**src/hdl/qoa_pkg.sv**
```systemverilog
package qoa_pkg;

  // Component and datapath widths
  localparam int QW     = 16;          // Q2.14 component
  localparam int FRAC   = 14;          // fractional bits
  localparam int WW     = 20;          // rounded, unsaturated component
  localparam int PW     = 2 * WW;      // multiplier product
  localparam int AW     = PW + 1;      // accumulator
  localparam int RW     = PW;          // root / divide working registers
  localparam int CNT_W  = 10;          // compose counter and interval

  // Configuration port
  localparam int CFG_AW = 3;
  localparam int DW     = 32;
  localparam logic REG_RENORM = 1'b0;  // register index, paddr[2]
  localparam logic [CNT_W-1:0] RENORM_RST = 10'd97;

  localparam logic signed [QW-1:0] QONE = 16'sd16384;

  // Component indices
  localparam logic [1:0] C_X = 2'd0;
  localparam logic [1:0] C_Y = 2'd1;
  localparam logic [1:0] C_Z = 2'd2;
  localparam logic [1:0] C_W = 2'd3;

  // Control of one multiply-accumulate beat
  typedef struct packed {
    logic vld;
    logic first;
    logic last;
    logic neg;
  } mac_ctrl_t;

  // One product term of the quaternion product: d[d_idx] * o[o_idx]
  typedef struct packed {
    logic [1:0] d_idx;
    logic [1:0] o_idx;
    logic       neg;
  } term_t;

  // Four terms per result component, x y z w in order
  function automatic term_t term_sel(input logic [3:0] t);
    term_t r;
    unique case (t)
      4'd0:  r = '{d_idx: C_X, o_idx: C_W, neg: 1'b0};
      4'd1:  r = '{d_idx: C_W, o_idx: C_X, neg: 1'b0};
      4'd2:  r = '{d_idx: C_Z, o_idx: C_Y, neg: 1'b0};
      4'd3:  r = '{d_idx: C_Y, o_idx: C_Z, neg: 1'b1};
      4'd4:  r = '{d_idx: C_Y, o_idx: C_W, neg: 1'b0};
      4'd5:  r = '{d_idx: C_W, o_idx: C_Y, neg: 1'b0};
      4'd6:  r = '{d_idx: C_X, o_idx: C_Z, neg: 1'b0};
      4'd7:  r = '{d_idx: C_Z, o_idx: C_X, neg: 1'b1};
      4'd8:  r = '{d_idx: C_Z, o_idx: C_W, neg: 1'b0};
      4'd9:  r = '{d_idx: C_W, o_idx: C_Z, neg: 1'b0};
      4'd10: r = '{d_idx: C_Y, o_idx: C_X, neg: 1'b0};
      4'd11: r = '{d_idx: C_X, o_idx: C_Y, neg: 1'b1};
      4'd12: r = '{d_idx: C_W, o_idx: C_W, neg: 1'b0};
      4'd13: r = '{d_idx: C_X, o_idx: C_X, neg: 1'b1};
      4'd14: r = '{d_idx: C_Y, o_idx: C_Y, neg: 1'b1};
      4'd15: r = '{d_idx: C_Z, o_idx: C_Z, neg: 1'b1};
      default: r = '{d_idx: C_X, o_idx: C_X, neg: 1'b0};
    endcase
    return r;
  endfunction

endpackage

```
**src/hdl/qoa_mac.sv**
```systemverilog
// Shared multiply-accumulate: registered product, then accumulate.
// Sum is on acc_o while done_o is high, after the product and accumulator registers.
module qoa_mac
  import qoa_pkg::*;
(
  input  logic                 clk_i,
  input  logic                 rst_ni,
  input  mac_ctrl_t            ctrl_i,
  input  logic signed [WW-1:0] a_i,
  input  logic signed [WW-1:0] b_i,
  output logic signed [AW-1:0] acc_o,
  output logic                 done_o
);

  mac_ctrl_t            ctrl_q;
  logic signed [PW-1:0] prod_q, prod_d;
  logic signed [AW-1:0] acc_q, acc_d, base;
  logic                 done_q, done_d;

  always_comb begin
    prod_d = a_i * b_i;
    base   = ctrl_q.first ? '0 : acc_q;
    acc_d  = acc_q;
    if (ctrl_q.vld) begin
      acc_d = ctrl_q.neg ? base - AW'(prod_q) : base + AW'(prod_q);
    end
    done_d = ctrl_q.vld & ctrl_q.last;
  end

  always_ff @(posedge clk_i or negedge rst_ni) begin
    if (!rst_ni) begin
      ctrl_q <= '0;
      done_q <= 1'b0;
    end else begin
      ctrl_q <= ctrl_i;
      done_q <= done_d;
    end
  end

  always_ff @(posedge clk_i) begin
    prod_q <= prod_d;
    acc_q  <= acc_d;
  end

  assign acc_o  = acc_q;
  assign done_o = done_q;

endmodule

```
**src/hdl/quaternion_orientation_accumulator.sv**
```systemverilog
// A load beat goes straight to the output register; a compose runs 16 product
// terms through the MAC, and a renormalising one adds sum of squares, root and
// divide; an output stall can hold any result. One item at a time: the next beat
// is taken the cycle after the result is registered.
// One shared 20x20 MAC; root and divide share one compare-subtract unit.
// Reset (async, active low): orientation identity, count 0, interval 97.
module quaternion_orientation_accumulator
  import qoa_pkg::*;
(
  input  logic                 clk_i,
  input  logic                 rst_ni,
  // configuration
  input  logic                 psel,
  input  logic                 penable,
  input  logic                 pwrite,
  input  logic [CFG_AW-1:0]    paddr,
  input  logic [DW-1:0]        pwdata,
  output logic [DW-1:0]        prdata,
  output logic                 pready,
  // input channel
  input  logic                 in_valid_i,
  output logic                 in_stall_o,
  input  logic                 func_i,
  input  logic signed [QW-1:0] in_x_i,
  input  logic signed [QW-1:0] in_y_i,
  input  logic signed [QW-1:0] in_z_i,
  input  logic signed [QW-1:0] in_w_i,
  // output channel
  output logic                 out_valid_o,
  input  logic                 out_stall_i,
  output logic signed [QW-1:0] out_x_o,
  output logic signed [QW-1:0] out_y_o,
  output logic signed [QW-1:0] out_z_o,
  output logic signed [QW-1:0] out_w_o,
  output logic                 renormalized_o,
  output logic                 saturated_o
);

  // Sequencer states
  localparam logic [2:0] S_IDLE = 3'd0;  // waiting for a beat
  localparam logic [2:0] S_MUL  = 3'd1;  // 16 product terms through the MAC
  localparam logic [2:0] S_SQ   = 3'd2;  // sum of squares
  localparam logic [2:0] S_SQRT = 3'd3;  // bit-serial integer root
  localparam logic [2:0] S_DIV  = 3'd4;  // restoring divide, one component at a time
  localparam logic [2:0] S_DONE = 3'd5;  // saturate, hand to output register

  localparam int SQRT_STEPS = WW;         // one result bit per step
  localparam int DIV_STEPS  = FRAC + 1;   // quotient never exceeds 1.0
  localparam int NUM_TERMS  = 16;
  localparam logic [RW-1:0] SQRT_TOP = RW'(1) << (2 * (WW - 1));

  typedef struct packed {
    logic signed [QW-1:0] val;
    logic                 clip;
  } sat_t;

  // Round Q28 sum to Q14, nearest, ties away from zero
  function automatic logic signed [WW-1:0] round_q14(input logic signed [AW-1:0] v);
    logic [AW-1:0] mag;
    logic [AW-1:0] rnd;
    logic [WW-1:0] q;
    mag = v[AW-1] ? AW'(-v) : AW'(v);
    rnd = mag + (AW'(1) << (FRAC - 1));
    q   = rnd[WW+FRAC-1:FRAC];
    return v[AW-1] ? $signed(-q) : $signed(q);
  endfunction

  function automatic sat_t sat16(input logic signed [WW-1:0] v);
    sat_t r;
    if (v > WW'(32767)) begin
      r = '{val: 16'sh7fff, clip: 1'b1};
    end else if (v < -$signed(WW'(32768))) begin
      r = '{val: 16'sh8000, clip: 1'b1};
    end else begin
      r = '{val: v[QW-1:0], clip: 1'b0};
    end
    return r;
  endfunction

  // Control state
  logic [2:0]        state_q, state_d;
  logic [4:0]        term_q, term_d;     // issue count, up to NUM_TERMS
  logic [2:0]        cap_q, cap_d;       // captured sums, up to 4
  logic [4:0]        step_q, step_d;
  logic [1:0]        comp_q, comp_d;
  logic [CNT_W-1:0]  count_q, count_d;
  logic [CNT_W-1:0]  interval_q, interval_d;
  logic              renorm_q, renorm_d;
  logic              out_valid_q, out_valid_d;
  logic signed [QW-1:0] orient_q [4];
  logic signed [QW-1:0] orient_d [4];

  // Datapath
  logic signed [QW-1:0] din_q [4];
  logic signed [QW-1:0] din_d [4];
  logic signed [WW-1:0] wide_q [4];
  logic signed [WW-1:0] wide_d [4];
  logic [RW-1:0]        rem_q, rem_d;    // root radicand / divide remainder
  logic [RW-1:0]        dvs_q, dvs_d;    // root partial result / shifted divisor
  logic [RW-1:0]        bit_q, bit_d;
  logic [DIV_STEPS-1:0] quo_q, quo_d;
  logic [WW-1:0]        norm_q, norm_d;
  logic signed [QW-1:0] out_q [4];
  logic signed [QW-1:0] out_d [4];
  logic                 out_renorm_q, out_renorm_d;
  logic                 out_sat_q, out_sat_d;

  // Shared MAC
  mac_ctrl_t            mac_ctrl;
  logic signed [WW-1:0] mac_a, mac_b;
  logic signed [AW-1:0] mac_acc;
  logic                 mac_done;

  qoa_mac u_mac (
    .clk_i  (clk_i),
    .rst_ni (rst_ni),
    .ctrl_i (mac_ctrl),
    .a_i    (mac_a),
    .b_i    (mac_b),
    .acc_o  (mac_acc),
    .done_o (mac_done)
  );

  // Shared compare-subtract: root step adds the trial bit first
  logic [RW-1:0] cs_b, cs_diff, res_nx;
  logic          cs_ge;

  always_comb begin
    cs_b    = (state_q == S_SQRT) ? dvs_q + bit_q : dvs_q;
    cs_ge   = rem_q >= cs_b;
    cs_diff = rem_q - cs_b;
    res_nx  = cs_ge ? (dvs_q >> 1) + bit_q : dvs_q >> 1;
  end

  term_t                sel;
  logic [CNT_W:0]       next_cnt;
  logic [WW-1:0]        abs_w;
  logic [DIV_STEPS-1:0] quo_nx;
  logic [WW-1:0]        quo_w;
  sat_t                 sat [4];
  logic                 any_clip;

  always_comb begin
    sel      = term_sel(term_q[3:0]);
    next_cnt = {1'b0, count_q} + (CNT_W+1)'(1);
    abs_w    = wide_q[comp_q][WW-1] ? WW'(-wide_q[comp_q]) : WW'(wide_q[comp_q]);
    quo_nx   = {quo_q[DIV_STEPS-2:0], cs_ge};
    quo_w    = WW'(quo_nx);
    any_clip = 1'b0;
    for (int i = 0; i < 4; i++) begin
      sat[i]   = sat16(wide_q[i]);
      any_clip = any_clip | sat[i].clip;
    end
  end

  // Sequencer
  always_comb begin
    state_d      = state_q;
    term_d       = term_q;
    cap_d        = cap_q;
    step_d       = step_q;
    comp_d       = comp_q;
    count_d      = count_q;
    interval_d   = interval_q;
    renorm_d     = renorm_q;
    out_valid_d  = out_valid_q;
    rem_d        = rem_q;
    dvs_d        = dvs_q;
    bit_d        = bit_q;
    quo_d        = quo_q;
    norm_d       = norm_q;
    out_renorm_d = out_renorm_q;
    out_sat_d    = out_sat_q;
    for (int i = 0; i < 4; i++) begin
      orient_d[i] = orient_q[i];
      din_d[i]    = din_q[i];
      wide_d[i]   = wide_q[i];
      out_d[i]    = out_q[i];
    end
    mac_ctrl = '0;
    mac_a    = '0;
    mac_b    = '0;

    if (psel && penable && pwrite && (paddr[CFG_AW-1] == REG_RENORM)) begin
      interval_d = pwdata[CNT_W-1:0];
    end

    if (out_valid_q && !out_stall_i) begin
      out_valid_d = 1'b0;
    end

    unique case (state_q)
      S_IDLE: begin
        if (in_valid_i) begin
          din_d[C_X] = in_x_i;
          din_d[C_Y] = in_y_i;
          din_d[C_Z] = in_z_i;
          din_d[C_W] = in_w_i;
          term_d     = '0;
          cap_d      = '0;
          if (func_i) begin
            // load: result is the beat itself
            wide_d[C_X] = WW'(in_x_i);
            wide_d[C_Y] = WW'(in_y_i);
            wide_d[C_Z] = WW'(in_z_i);
            wide_d[C_W] = WW'(in_w_i);
            renorm_d    = 1'b0;
            state_d     = S_DONE;
          end else begin
            state_d = S_MUL;
          end
        end
      end

      S_MUL: begin
        if (term_q < 5'(NUM_TERMS)) begin
          mac_ctrl = '{vld: 1'b1, first: (term_q[1:0] == 2'd0),
                       last: (term_q[1:0] == 2'd3), neg: sel.neg};
          mac_a    = WW'(din_q[sel.d_idx]);
          mac_b    = WW'(orient_q[sel.o_idx]);
          term_d   = term_q + 5'd1;
        end
        if (mac_done) begin
          wide_d[cap_q[1:0]] = round_q14(mac_acc);
          cap_d              = cap_q + 3'd1;
        end
        if (cap_q[2]) begin
          if (next_cnt > {1'b0, interval_q}) begin
            count_d  = '0;
            renorm_d = 1'b1;
            term_d   = '0;
            state_d  = S_SQ;
          end else begin
            count_d  = next_cnt[CNT_W-1:0];
            renorm_d = 1'b0;
            state_d  = S_DONE;
          end
        end
      end

      S_SQ: begin
        if (!term_q[2]) begin
          mac_ctrl = '{vld: 1'b1, first: (term_q[1:0] == 2'd0),
                       last: (term_q[1:0] == 2'd3), neg: 1'b0};
          mac_a    = wide_q[term_q[1:0]];
          mac_b    = wide_q[term_q[1:0]];
          term_d   = term_q + 5'd1;
        end
        if (mac_done) begin
          rem_d   = mac_acc[RW-1:0];
          dvs_d   = '0;
          bit_d   = SQRT_TOP;
          step_d  = '0;
          state_d = S_SQRT;
        end
      end

      S_SQRT: begin
        rem_d  = cs_ge ? cs_diff : rem_q;
        dvs_d  = res_nx;
        bit_d  = bit_q >> 2;
        step_d = step_q + 5'd1;
        if (step_q == 5'(SQRT_STEPS - 1)) begin
          norm_d = res_nx[WW-1:0];
          step_d = '0;
          comp_d = '0;
          if (res_nx == '0) begin
            // all-zero product: nothing to divide by, result stays zero
            for (int i = 0; i < 4; i++) begin
              wide_d[i] = '0;
            end
            state_d = S_DONE;
          end else begin
            state_d = S_DIV;
          end
        end
      end

      S_DIV: begin
        if (step_q == '0) begin
          // numerator |v|*2^14 + norm/2, divisor aligned to quotient bit 14
          rem_d  = RW'({abs_w, {FRAC{1'b0}}}) + RW'(norm_q >> 1);
          dvs_d  = RW'({norm_q, {FRAC{1'b0}}});
          quo_d  = '0;
          step_d = 5'd1;
        end else begin
          quo_d  = quo_nx;
          rem_d  = cs_ge ? cs_diff : rem_q;
          dvs_d  = dvs_q >> 1;
          step_d = step_q + 5'd1;
          if (step_q == 5'(DIV_STEPS)) begin
            wide_d[comp_q] = wide_q[comp_q][WW-1] ? $signed(-quo_w) : $signed(quo_w);
            step_d         = '0;
            if (comp_q == C_W) begin
              state_d = S_DONE;
            end else begin
              comp_d = comp_q + 2'd1;
            end
          end
        end
      end

      S_DONE: begin
        if (!out_valid_q || !out_stall_i) begin
          for (int i = 0; i < 4; i++) begin
            out_d[i]    = sat[i].val;
            orient_d[i] = sat[i].val;
          end
          out_renorm_d = renorm_q;
          out_sat_d    = any_clip;
          out_valid_d  = 1'b1;
          state_d      = S_IDLE;
        end
      end

      default: begin
        state_d = S_IDLE;
      end
    endcase
  end

  always_ff @(posedge clk_i or negedge rst_ni) begin
    if (!rst_ni) begin
      state_q     <= S_IDLE;
      term_q      <= '0;
      cap_q       <= '0;
      step_q      <= '0;
      comp_q      <= '0;
      count_q     <= '0;
      interval_q  <= RENORM_RST;
      renorm_q    <= 1'b0;
      out_valid_q <= 1'b0;
      orient_q[C_X] <= '0;
      orient_q[C_Y] <= '0;
      orient_q[C_Z] <= '0;
      orient_q[C_W] <= QONE;
    end else begin
      state_q     <= state_d;
      term_q      <= term_d;
      cap_q       <= cap_d;
      step_q      <= step_d;
      comp_q      <= comp_d;
      count_q     <= count_d;
      interval_q  <= interval_d;
      renorm_q    <= renorm_d;
      out_valid_q <= out_valid_d;
      for (int i = 0; i < 4; i++) begin
        orient_q[i] <= orient_d[i];
      end
    end
  end

  always_ff @(posedge clk_i) begin
    rem_q        <= rem_d;
    dvs_q        <= dvs_d;
    bit_q        <= bit_d;
    quo_q        <= quo_d;
    norm_q       <= norm_d;
    out_renorm_q <= out_renorm_d;
    out_sat_q    <= out_sat_d;
    for (int i = 0; i < 4; i++) begin
      din_q[i]  <= din_d[i];
      wide_q[i] <= wide_d[i];
      out_q[i]  <= out_d[i];
    end
  end

  // Ports
  assign pready         = 1'b1;
  assign prdata         = (paddr[CFG_AW-1] == REG_RENORM) ? DW'(interval_q) : '0;
  assign in_stall_o     = (state_q != S_IDLE);
  assign out_valid_o    = out_valid_q;
  assign out_x_o        = out_q[C_X];
  assign out_y_o        = out_q[C_Y];
  assign out_z_o        = out_q[C_Z];
  assign out_w_o        = out_q[C_W];
  assign renormalized_o = out_renorm_q;
  assign saturated_o    = out_sat_q;

  // An accepted beat always leaves idle
  a_accept_busy: assert property (@(posedge clk_i) disable iff (!rst_ni)
    (in_valid_i && !in_stall_o) |=> (state_q != S_IDLE))
    else $error("accepted beat did not start work");

  // A unit-norm quotient never reaches the clip limits
  a_renorm_no_clip: assert property (@(posedge clk_i) disable iff (!rst_ni)
    (out_valid_o && renormalized_o) |-> !saturated_o)
    else $error("renormalised result was clipped");

  // Divide only runs with a nonzero norm
  a_div_norm: assert property (@(posedge clk_i) disable iff (!rst_ni)
    (state_q == S_DIV) |-> (norm_q != '0))
    else $error("divide started with zero norm");

  // MAC sums only arrive while the sequencer collects them
  a_mac_phase: assert property (@(posedge clk_i) disable iff (!rst_ni)
    mac_done |-> (state_q == S_MUL || state_q == S_SQ))
    else $error("MAC sum arrived outside a multiply phase");

endmodule
```
**config.mk**
```make
export PLATFORM = sky130hd
export DESIGN_NAME = quaternion_orientation_accumulator
export DESIGN_NICKNAME = d
export VERILOG_FILES = /design/src/hdl/qoa_pkg.sv /design/src/hdl/qoa_mac.sv /design/src/hdl/quaternion_orientation_accumulator.sv
export SDC_FILE = /design/constraint.sdc
export NUM_CORES = 2
export LEC_CHECK = 0
export BUFFER_PORTS_ARGS = -buffer_cell sky130_fd_sc_hd__buf_2
export CORE_MARGIN = 5
export CORE_UTILIZATION = 44
export CTS_CLUSTER_SIZE = 16
export DETAILED_ROUTE_END_ITERATION = 8
export RECOVER_POWER = 100
export SKIP_LAST_GASP = 1
export SYNTH_ARGS = -nofsm -noshare
export SYNTH_HDL_FRONTEND = slang
export SYNTH_SLANG_ARGS = --single-unit
```
**constraint.sdc**
```tcl
create_clock -name clk_i -period 20.7 [get_ports clk_i]
set_clock_uncertainty 0.15 [all_clocks]
set_input_delay 3.105 -clock clk_i [delete_from_list [all_inputs] [get_ports clk_i]]
set_output_delay 3.105 -clock clk_i [all_outputs]
set_load 0.01 [all_outputs]
```
**After elaboration in Yosys (flattened, before gate mapping)**

Memory sizes are Yosys's and may differ from the RTL's.
Cells that the tools add are included.

- $add $sub $neg: 16
- $mul: 1
- $lt $le $gt $ge: 16
- Eq/ne operators: 25
- Mux-type cells: 95
- Bitwise gates (word level): 8
- Reductions and logical operators: 32

Operators with widths:

| cell | count |
|---|---|
| $mux W80 | 7 |
| $pmux W80 S4 | 1 |
| $mux W40 | 7 |
| $mux W64 | 4 |
| $pmux W40 S3 | 2 |
| $bwmux W80 | 2 |
| $mux W20 | 8 |
| $mux W17 | 8 |
| $mux W41 | 2 |
| $demux W20 S2 | 2 |
| $gt A20 B16 Y1 const B | 4 |
| $lt A20 B16 Y1 const B | 4 |
| $pmux W20 S2 | 2 |
| $pmux W40 S2 | 1 |
| $mux W5 | 9 |
| $add A41 B40 Y41 | 1 |
| $sub A41 B40 Y41 | 1 |
| $add A39 B40 Y40 | 1 |
| $add A40 B40 Y40 | 1 |
| $ge A40 B40 Y1 | 1 |
| $logic_not A40 Y1 | 1 |
| $mul A20 B20 Y40 | 1 |
| $neg A20 Y20 | 2 |
| $sub A40 B40 Y40 | 1 |
| 53 further kinds | 120 |

- Register bits: 346
- RAM bits: 208
- Bits in read-only memories: 80
- Input bits: 107
- Output and inout port bits: 101
- Logic and storage cells: 225
- Memories kept: 4

Memories:

| memory | depth | width | read ports | clocked after Yosys merged registers in | wr ports | line | source |
|---|---|---|---|---|---|---|---|
| (name not given) | 16 | 5 | 1 | 0 | 0 | qoa_pkg.sv:44 | `unique case (t)` |
| wide_q | 4 | 20 | 6 | 0 | 4 | quaternion_orientation_accumulator.sv:96 | `logic signed [WW-1:0] wide_q [4];` |
| din_q | 4 | 16 | 1 | 0 | 4 | quaternion_orientation_accumulator.sv:94 | `logic signed [QW-1:0] din_q [4];` |
| out_q | 4 | 16 | 4 | 0 | 4 | quaternion_orientation_accumulator.sv:103 | `logic signed [QW-1:0] out_q [4];` |

**Longest topological paths before layout**

- Depth after elaboration: 9
- Mapped depth: 41

**Modules after synthesis**

From an unflattened synthesis, not the netlist that was laid out.

- Cells, all modules: 5831
- Area, all modules: 52780.6 um^2

By module, submodules not included:

| module | instances | cells an instance | area each (um^2) | seq. area each (um^2) |
|---|---|---|---|---|
| quaternion_orientation_accumulator | 1 | 3505 | 31883.1 | 12937.4 |
| qoa_mac | 1 | 2326 | 20897.5 | 2157.1 |

**Worst setup path before layout**

Ideal clock, no wire load.

- Kind: register to register
- From: register term_q[0]
- To: register u_mac.prod_q[39]
- Arrival time: 10.022 ns
- Setup slack: 10.456 ns
- Stages on the path, launching flop included: 39
- Path buffers: 4
- Clock period less this slack: 10.244 ns
- Path through: dfrtp_1 > clkbuf_1 > clkbuf_1 > inv_1 > ha_1 > nor2_1 > o21ba_2 > nand2_1 > o21ai_1 > clkbuf_1 > mux4_2 > a21o_1 > clkbuf_1 > nand2_1 > inv_1 > fa_1 > inv_1 > fa_1 > [... 3 more ...] > fa_1 > inv_1 > fa_1 > fa_1 > inv_1 > fa_1 > inv_1 > ha_1 > a21o_1 > a21oi_1 > nor2b_1 > o21ai_0 > nand2b_1 > nor4_1 > a211oi_1 > o21a_1 > nor2_1 > xnor2_1

- Word-level cells in the longest chain between the ends: 8
- Elaborated cells on any way between the ends: 14
- Classes of those cells: mul: 1; order compare: 1; mux: 8; bitwise: 1; memory: 3

Ends and longest elaborated chain:

| item | line | source |
|---|---|---|
| start: declaration | quaternion_orientation_accumulator.sv:82 | `logic [4:0] term_q, term_d;` |
| start signal: assignment | quaternion_orientation_accumulator.sv:339 | `term_q <= term_d;` |
| $mem_v2 Z16 W5 | n/a |  |
| $not A2 Y3 (not written as such) | quaternion_orientation_accumulator.sv:220 | `mac_b = WW'(orient_q[sel.o_idx]);` |
| $bmux W16 S2 | quaternion_orientation_accumulator.sv:220 |  |
| $mux W16 (not written as such) (2 in a row) | quaternion_orientation_accumulator.sv:220 |  |
| $mux W20 | quaternion_orientation_accumulator.sv:216 | `if (term_q < 5'(NUM_TERMS)) begin` |
| $pmux W20 S2 | quaternion_orientation_accumulator.sv:192 | `unique case (state_q)` |
| $mul A20 B20 Y40 (*) | qoa_mac.sv:21 | `prod_d = a_i * b_i;` |
| named net u_mac.prod_d[39] | qoa_mac.sv:16 | `logic signed [PW-1:0] prod_q, prod_d;` |
| end signal: assignment | qoa_mac.sv:41 | `prod_q <= prod_d;` |
| end: declaration | qoa_mac.sv:16 |  |

Mark *: on every way through the listed nets, which the timed path passes. The rest lies on a longest branch. The select of a mux whose other input is x is not followed.
A chain may end at the register's enable or synchronous reset.

==> results.py <==
metrics = {
    "grt": {
        "grt_overflow_total": 0,
        "antenna_found_initial": 2,
        "grt_usage": 0.268,
        "grt_max_degree": 83,
        "first_global_vias": 41700,
        "grt_pass1_wl_mm": 259,
    },
    "clocking": {
        "htree_levels": 3,
        "cts_buffer_depth": 3,
        "clkTransAtPathRegs_ns": 0.06,
        "cts_tree": "done",
        "clockRootBuffer": "clkbuf_16",
        "cts_setup_buffers": 0,
        "clkLatencyLatePin_ns": 0.66,
        "cts_buffers": 67,
        "cts_resized": 0,
        "cts.sinks": 534,
        "cts_hold_buf": 0,
    },
    "timing": {
        "fmax_mhz": 70.1,
        "setup_violations": 0,
        "drv_slew": 1089,
        "rsz0062_at_grt": "false",
        "period_minus_slack_ns": 14.26,
        "worst_pin_slew_ns": 4.15,
        "slew_headroom": -1.77,
        "min_period_over_period": 0.689,
        "finalHoldViolCount": 0,
        "fin_setup_tns_ns": 0,
    },
    "logic_synthesis": {
        "synth_area_per_cell_um2": 9.09,
        "synth_top_area_share": 0.224,
        "syn_area_mm2": 0.0517,
        "seq_area_frac_synth": 0.292,
        "async_flop_share": 0.204,
        "ys_ff_latch": 534,
        "synth_ff_type": "edfxtp_1",
        "syn_inst": 5685,
        "synthDistinctLibCells": 97,
        "synth_area_leaders": "edfxtp_1 (22%), fa_1 (16%), ha_1 (6.5%), nand2_1 (5.2%), dfrtp_1 (5.1%)",
        "synth_edf_count": 385,
        "yosysWarnings": 0,
        "yosys.area.top_type": "edfxtp_1",
    },
    "power": {
        "vdd.ir_drop.worst_mv": 0.0533,
        "leakage_uw": 0.0236,
        "power_density_mw_per_mm2": 43.7,
        "power.total_uw": 2440,
    },
    "setup_path": {
        "path_class": "reg -> reg",
        "crit_arrival_ns": 14.58,
        "cp-start-kind": "flop",
        "r2r_setup_slack_ns": 6.44,
        "reg2reg_depth": 20,
        "path_common_cell": "clkbuf_1",
        "cp.required_ns": 21.02,
        "path_max_fanout": 67,
        "cp_slowest_cell": "clkbuf_1",
        "path_cells": "clkbuf_1 > inv_1 > nand2_1 > nor2_1 > inv_1 > clkbuf_1 > a21oi_1 > ha_1 > nand4_1 > nor4_1 > nand3_1 > o31ai_1 > nor4b_1 > nor2_4 > clkbuf_1 > clkbuf_1 > nor3_1 > a311oi_1 > nor2_1 > o221ai_1",
        "critPathCaptureType": "flop",
        "critPathMaxStageDelay_ns": 2.38,
    },
    "die": {
        "ioPinCount": 208,
        "dieArea_mm2": 0.124,
        "die_x_um": 353,
        "rows": 125,
        "die_h_um": 353,
        "start_util": 0.444,
        "core_area_mm2": 0.116,
    },
    "route": {
        "wl_per_cell_um": 23.5,
        "first_pass_iters": 6,
        "routed_wl_mm": 171,
        "post-route-drc-count": 0,
        "via_count": 43000,
        "drtIter0Drc": 4499,
        "routed_via_density": 5.91,
        "ant_nets": 0,
    },
    "cells_and_area": {
        "design_area_mm2": 0.0558,
        "fillers": 11200,
        "instances_no_fill": 7274,
        "num-nets-final": 6493,
        "layout-drive-gt1-share": 0.0611,
        "multi_input_area_mm2": 0.0331,
        "syn2layout_area_growth_pct": 8.06,
        "final_util": 0.480,
        "regArea_mm2": 0.0151,
    },
    "status": {
        "violations": "capacitance limit, slew limit",
        "status": "finished, violations left",
    },
    "placement": {
        "place.detailed.hpwl_mm": 128,
        "dp_cells": 7148,
        "place_area_mm2": 0.0539,
        "port_buffers": 160,
        "gp_congestion": 0.947,
    },
    "worst_hold_path": {
        "min_path_type": "reg -> reg",
        "hold_path_depth": 1,
    },
    "job": {
        "maxCapViolCount": 25,
    },
}
## registers in the layout (all words and copies together), names as in the netlist, 4 cells and up
name and flops:
bit_q 20, count_q 10, din_q 64, dvs_q 40, interval_q 10, norm_q 20, orient_q 64, out_q 64
quo_q 14, rem_q 40, step_q 5, term_q 5, u_mac.acc_o 41, u_mac.ctrl_q 4, u_mac.prod_q 40, wide_q 80
## placed cells by master, fill, tap and decap left out, drive strengths merged, types with 19 or more instances in the layout
cell type  netlist  final
nand2          714    714
a221o           29     29
a31oi           66     66
a211oi          36     36
and3            56     56
a31o            26     26
clkbuf         247    264
conb             2     23
o21ai          254    254
ha             269    269
fa             423    423
o221ai          45     45
nand2b          46     46
nand4           36     36
o21bai          24     24
buf             69     60
mux2i           58     58
mux4            57     57
nor2b           92     92
clkinv           3     24
nor4            35     35
o31ai           26     26
nor2           607    607
dfxtp           40     40
nor3            70     70
or2             22     22
o21a            84     84
xor2           100    100
dfrtp          105    105
and2            36     36
a22oi           19     19
a21oi          337    337
a22o            21     21
edfxtp         385    385
a21o            70     70
mux2            22     22
a221oi          19     19
inv            630    638
nand3           73     73
xnor2          228    228
## area by class of cell
class,count,area share
Timing Repair Buffer,235,0.0192
Multi-Input combinational cell,4223,0.593
Tap cell,1524,0.0342
Antenna cell,1,0.0000448
Clock buffer,89,0.0339
Sequential cell,534,0.270
Clock inverter,35,0.00697
Inverter,633,0.0426
## synth_stat cells, types with 11 or more instances
master / instances
nand2b_1: 46
a221oi_1: 19
o31ai_1: 25
o21ai_0: 242
dfrtp_1: 105
a31o_2: 26
buf_1: 37
nand4_1: 35
a221o_1: 29
o21ai_1: 11
mux2_2: 20
o21bai_1: 24
o221ai_1: 45
nor3_1: 68
a21o_1: 70
a22o_1: 20
a32oi_1: 14
or3_1: 17
xor2_1: 100
or4_1: 11
or2_2: 22
mux2i_1: 58
o22ai_1: 14
o21a_1: 84
ha_1: 269
mux4_2: 57
a21oi_1: 337
nand3_1: 73
and3_1: 56
o211ai_1: 17
a211oi_1: 35
fa_1: 423
clkbuf_1: 247
buf_4: 24
nand2_1: 714
inv_1: 630
xnor2_1: 227
and2_1: 36
nor2b_1: 91
a22oi_1: 19
a31oi_1: 66
dfxtp_1: 40
edfxtp_1: 385
nor2_1: 607
nor4_1: 31
## logic make-up after synthesis
kind of cell	count (synthesis)	share of synthesized area
fa+ha+maj	693	0.229
flops	534	0.292
simple gates	1858	0.161
xor+xnor	328	0.0558
mux	137	0.0409
other cells	2	0.000145
buf+inv	949	0.0714
compound gates	1184	0.149
## path summary, 6_finish.rpt
path	startpoint	end
min	u_mac.ctrl_q[1]	u_mac.done_o
min in group asynchronous	rst_ni	orient_q[37]
max reg2reg	state_q[2]	wide_q[2][19]
min reg2reg	u_mac.ctrl_q[1]	u_mac.done_o
max	state_q[2]	wide_q[2][19]
max in group asynchronous	rst_ni	u_mac.ctrl_q[3]
## through the flow
stage | hold WS, ns | worst slack (ns)
after floorplan | 0.275 | 10.46
after global placement | 0.285 | 9.26
after detailed placement | 0.293 | 9.26
after CTS | 0.304 | 9.26
after global routing | 0.326 | 5.71
final | 0.302 | 6.44
## layer usage
| layer | track usage | vias to the layer above | routed length (um) |
|---|---|---|---|
| met5 | 0 | - | 17 |
| met4 | 0.0827 | 2 | 5640 |
| met3 | 0.0592 | 314 | 17300 |
| met2 | 0.418 | 1998 | 75600 |
| met1 | 0.376 | 21200 | 72400 |
| li1 | - | 19400 | - |
## power breakdown
group	switching, uW	internal (uW)
Sequential	2.25	1140
Clock	525	717
Combinational	33.0	17.9
Total	560	1880
## critical path, delay by kind of cell (launching register included)
family	cells	cell delay [ns]
adder cells (fa/ha/maj)	1	0.57
AO/OA/AOI/OAI	4	3.00
flip-flops	1	0.34
AND/OR/NAND/NOR	9	2.59
buffers and inverters	6	7.32
Power figures use the tool's default switching activity.
